**src/rtl/dprq_pkg.sv**
```systemverilog
// dprq_pkg: types and constants shared by the delayed priority request queue
// depends on nothing
package dprq_pkg;

    localparam int DEPTH     = 32;
    localparam int TAG_BITS  = 8;
    localparam int TIME_BITS = 32;
    localparam int CNT_BITS  = $clog2(DEPTH + 1);

    typedef enum logic [1:0] {
        OP_PUSH   = 2'd0,
        OP_POP    = 2'd1,
        OP_CANCEL = 2'd2,
        OP_NONE   = 2'd3
    } t_op;

    typedef enum logic [2:0] {
        K_DELIVERED = 3'd0,
        K_DISCARDED = 3'd1,
        K_EMPTY     = 3'd2,
        K_NOT_READY = 3'd3,
        K_STOPPED   = 3'd4,
        K_PUSH_OK   = 3'd5,
        K_PUSH_FULL = 3'd6
    } t_kind;

    typedef struct packed {
        logic [1:0]           op;
        logic [TAG_BITS-1:0]  req_tag;
        logic [7:0]           prio_in;
        logic [TIME_BITS-1:0] ready_in;
        logic [TIME_BITS-1:0] now_ticks;
    } t_in_beat;

    typedef struct packed {
        logic [2:0]           kind;
        logic [TAG_BITS-1:0]  tag_out;
        logic [7:0]           prio_out;
        logic [TIME_BITS-1:0] ready_out;
        logic [TIME_BITS-1:0] wait_ticks;
        logic [5:0]           occupancy;
        logic                 is_empty;
        logic                 last;
    } t_out_beat;

    typedef struct packed {
        logic [TAG_BITS-1:0]  tag;
        logic [7:0]           prio;
        logic [TIME_BITS-1:0] ready;
        logic                 cancelled;
    } t_entry;

    // command broadcast to every cell
    typedef struct packed {
        logic                 ins;
        logic                 shl;
        logic                 cancel;
        t_entry               new_entry;
    } t_cell_cmd;

    typedef enum logic [1:0] {
        S_IDLE,
        S_WORK,
        S_OUT
    } t_state;

    function automatic logic beats(t_entry a, t_entry b);
        if (a.prio != b.prio) return a.prio > b.prio;
        return a.ready < b.ready;
    endfunction

endpackage

```
**src/rtl/dprq_cell.sv**
```systemverilog
// dprq_cell: one slot of the sorted request chain
// depends on dprq_pkg
module dprq_cell
    import dprq_pkg::*;
(
    input  logic      i_clk,
    input  t_cell_cmd i_cmd,
    input  logic      i_here_valid,
    input  t_entry    i_left,
    input  logic      i_left_valid,
    input  logic      i_left_beaten,
    input  t_entry    i_right,
    output t_entry    o_entry,
    output logic      o_beaten
);

    t_entry r_entry;
    t_entry n_entry;

    assign o_entry  = r_entry;
    // new entry goes at or before this slot
    assign o_beaten = !i_here_valid || beats(i_cmd.new_entry, r_entry);

    always_comb begin
        n_entry = r_entry;
        if (i_cmd.ins) begin
            if (o_beaten) begin
                if (i_left_valid && i_left_beaten) n_entry = i_left;
                else if (!i_left_valid || !i_left_beaten) n_entry = i_cmd.new_entry;
            end
            if (o_beaten && i_left_valid && !i_left_beaten) n_entry = i_cmd.new_entry;
        end else if (i_cmd.shl) begin
            n_entry = i_right;
        end else if (i_cmd.cancel && i_here_valid && r_entry.tag == i_cmd.new_entry.tag) begin
            n_entry.cancelled = 1'b1;
        end
    end

    always_ff @(posedge i_clk) begin
        r_entry <= n_entry;
    end

endmodule

```
**config.mk**
```make
export PLATFORM = sky130hd
export DESIGN_NAME = dprq_cell
export DESIGN_NICKNAME = d
export VERILOG_FILES = /design/src/rtl/dprq_pkg.sv /design/src/rtl/dprq_cell.sv
export SDC_FILE = /design/constraint.sdc
export NUM_CORES = 1
export LEC_CHECK = 0
export ABC_AREA = 0
export BUFFER_PORTS_ARGS = -buffer_cell sky130_fd_sc_hd__buf_2
export CORE_UTILIZATION = 45
export CTS_CLUSTER_DIAMETER = 60
export CTS_CLUSTER_SIZE = 30
export DETAILED_ROUTE_END_ITERATION = 6
export PLACE_DENSITY = 0.82
export REMOVE_ABC_BUFFERS = 1
export SLEW_MARGIN = 20
export SYNTH_ARGS = -nofsm -noshare
export SYNTH_HDL_FRONTEND = slang
export SYNTH_SLANG_ARGS = --single-unit
```
**constraint.sdc**
```tcl
create_clock -name i_clk -period 6.4 [get_ports i_clk]
set_input_delay 0.64 -clock i_clk [delete_from_list [all_inputs] [get_ports i_clk]]
set_output_delay 0.64 -clock i_clk [all_outputs]
set_load 0.01 [all_outputs]
```
==> impl_metrics.yaml <==
critical_path:
  crit_type: "in -> reg"
  endpoint_kind: "flip-flop"
  cp_max_fo: 25
  reg2regPathDepth: 9
  startpoint: "i_cmd[31]"
  crit_required_ns: 6.37
  r2r_slack_ns: 3.03
  r2r-end: "o_entry[32]$_DFFE_PP_"
  critPathArrivalTime_ns: 3.42
  r2r-start: "o_entry[31]$_DFFE_PP_"
  cp-start-kind: "primary input"
clock_network:
  cts.sinks: 49
  h-tree-depth: 2
  root_buffer: "clkbuf_8"
  clkLatencyLatePin_ns: 0.30
  cts_resized: 0
  cts_tree: "yes"
  cts_buffer_depth: 2
  post_cts_buffers: 0
  clkTransAtPathRegs_ns: 0.09
  numCtsBuffers: 5
  holdBufCountCts: 0
timing:
  hold_violations: 0
  min_period_over_period_pct: 54.0
  drv_slew: 0
  slew_headroom_pct: 44.1
  tns_ns: 0
  setup_viol: 0
  finalWorstPathRequiredPeriod_ns: 3.45
  rsz0062_at_grt: "no"
  fmax_mhz: 290
  skew_ns: 0.00695
  tightest_slew_ns: 0.839
synthesis:
  synthCells: 361
  avgSynthCellArea_um2: 9.84
  synth_common_cells: "a21oi_1 (59), nor2_1 (52), edfxtp_1 (49)"
  synth_ff_type: "edfxtp_1"
  synth-async-reset-ratio_pct: 0
  ys_seq_area_share_pct: 41.4
  ys_types: 31
  ys_top_cells_by_area: "edfxtp_1 (41%), ha_1 (14%), mux2i_1 (14%), a21oi_1 (8.3%), nor2_1 (5.5%)"
  yosysWarnings: 0
  synth.most_common_cell: "a21oi_1"
  ys_ff_latch: 49
  synthesis.area_um2: 3550
  synth_largest_area_cell: "edfxtp_1"
  synth.top_cell.area_share_pct: 41.4
  synth_enable_flop_cells: 49
floorplanning:
  num_io_pins: 204
  rows: 32
  die_w_um: 90.9
  dieArea_um2: 8260
  core_um2: 7690
  die_h_um: 90.9
  start_util_pct: 46.2
grt:
  grt_usage_pct: 22.5
  antenna_found_initial: 0
  grt_pass1_wl_um: 14900
  grt_max_degree: 52
  grt_pass1_vias: 3300
  overflow: 0
place:
  place_inst: 653
  portBuffers: 203
  gp_congestion: 0.838
  dpl.hpwl_um: 7620
hold_path:
  hold_path_class: "in -> reg"
  holdCritStartpoint: "i_right[43]"
  hold_end: "o_entry[43]$_DFFE_PP_"
  holdPathStages: 3
routing:
  via_per_inst: 5.18
  firstDrtPassIters: 4
  drc: 0
  wl_per_cell_um: 14.1
  via_count: 3425
  drt_iter0_markers: 132
  ant_nets: 0
  wl_um: 9300
final_layout:
  nets: 751
  layout-drive-gt1-share_pct: 38.5
  fillerInstances: 665
  n_antenna_cell: 0
  multi_input_area_um2: 1880
  area_delta_synth_final_pct: 34.3
  largest_reg_flops: 49
  register_area_um2: 1470
  finalNonFillerCells: 661
status:
  status: "finished clean"
flow_run:
  drv_cap: 0
pwr:
  p_per_area_nw_per_um2: 188
  peakVddDrop_uv: 118
  total_leakage_power_nw: 2.57
## worst max-delay path by stage
stage	end	slack [ns]	cells past startpoint
after floorplan	o_entry[10]$_DFFE_PP_	1.66	7
after global placement	o_entry[34]$_DFFE_PP_	2.66	9
after detailed placement	o_entry[31]$_DFFE_PP_	2.58	9
after CTS	o_entry[31]$_DFFE_PP_	2.90	9
after global routing	o_entry[28]$_DFFE_PP_	2.76	9
final	o_entry[32]$_DFFE_PP_	2.95	9
## worst max-delay path: stages
cell and delay (ns):
buf_2 0.11, ha_1 0.32, a21oi_1 0.15, nand2_1 0.07, a2111o_1 0.42, nor4_1 0.34
o21ai_1 0.24, a21oi_4 0.67, buf_4 0.45
## routing by layer
layer / vias up / routed length [µm] / track usage (%)
li1: 1708 / - / -
met1: 1567 / 3690 / 26.2
met2: 142 / 4970 / 43.2
met3: 8 / 561 / 3.37
met4: 0 / 78 / 4.76
met5: - / 0 / 0
## report_power, final
part	total [mW]	switching (mW)	leakage [nW]	internal, mW
sequential	0.416	0.0178	0.480	0.398
clock	0.215	0.0991	0.0528	0.115
combinational	0.269	0.145	2.03	0.124
## layout by cell type (no fill, tap or decap)
cell type  netlist  layout
clkbuf_8         0       5
o211ai_1         3       3
o21ai_0          2       2
nand3_1          6       6
a2111o_1         1       1
nor2_1          52      52
inv_1           40      40
o21ai_1          1       1
buf_2            5     203
a311o_1          1       1
a21oi_1         59      58
clkbuf_1        10       1
bufinv_16        0       1
a21o_1           4       4
nor4_1           2       2
nor2b_1          1       1
mux2i_1         48      48
and3_1           2       2
ha_1            39      39
a2111oi_0        1       1
buf_4            0       3
a21oi_4          0       1
nand2_2          0       1
a32oi_1          1       1
xnor2_1          5       5
a22oi_2          1       1
o32ai_1          1       1
or4_1            1       1
clkinv_1         0       1
nand2_1          5       4
edfxtp_1        49      49
nand4_1          8       8
and4_1           2       2
xor2_1           3       3
o221ai_1         1       1
a211oi_1         6       6
## final cells by class
type	count	area share, %
multi-input cells	256	39.4
flip-flops and latches	49	30.8
repair buffers	206	21.8
inverters	40	3.15
well taps	102	2.67
clock buffers	6	1.52
clock inverters	2	0.708
## cell families (layout without fill, tap and decap cells)
| group | Yosys count | in the layout | share of synthesized area [%] |
|---|---|---|---|
| muxes | 48 | 48 | 13.5 |
| xor gates and xnor gates | 8 | 8 | 1.97 |
| and+or+nand+nor | 79 | 79 | 9.86 |
| DFF | 49 | 49 | 41.4 |
| AOI/OAI and AO/OA | 82 | 82 | 13.4 |
| buffers and inverters | 56 | 254 | 6.09 |
| adders and majority gates | 39 | 39 | 13.7 |
## stage by stage
| stage | power [mW] | instance area (µm²) | utilization (%) | setup slack [ns] | hold WS (ns) |
|---|---|---|---|---|---|
| final | 0.899 | 4770 | 62.1 | 2.95 | 0.657 |
| after global placement | 0.681 | 4670 | 60.7 | 2.66 | 0.760 |
| after detailed placement | 0.693 | 4670 | 60.7 | 2.58 | 0.764 |
| after floorplan | 0.565 | 3490 | - | 1.66 | 0.774 |
| after global routing | 0.956 | 4770 | 62.1 | 2.76 | 0.655 |
| after CTS | 0.907 | 4770 | 62.1 | 2.90 | 0.649 |
(Power assumes the default switching activity.)
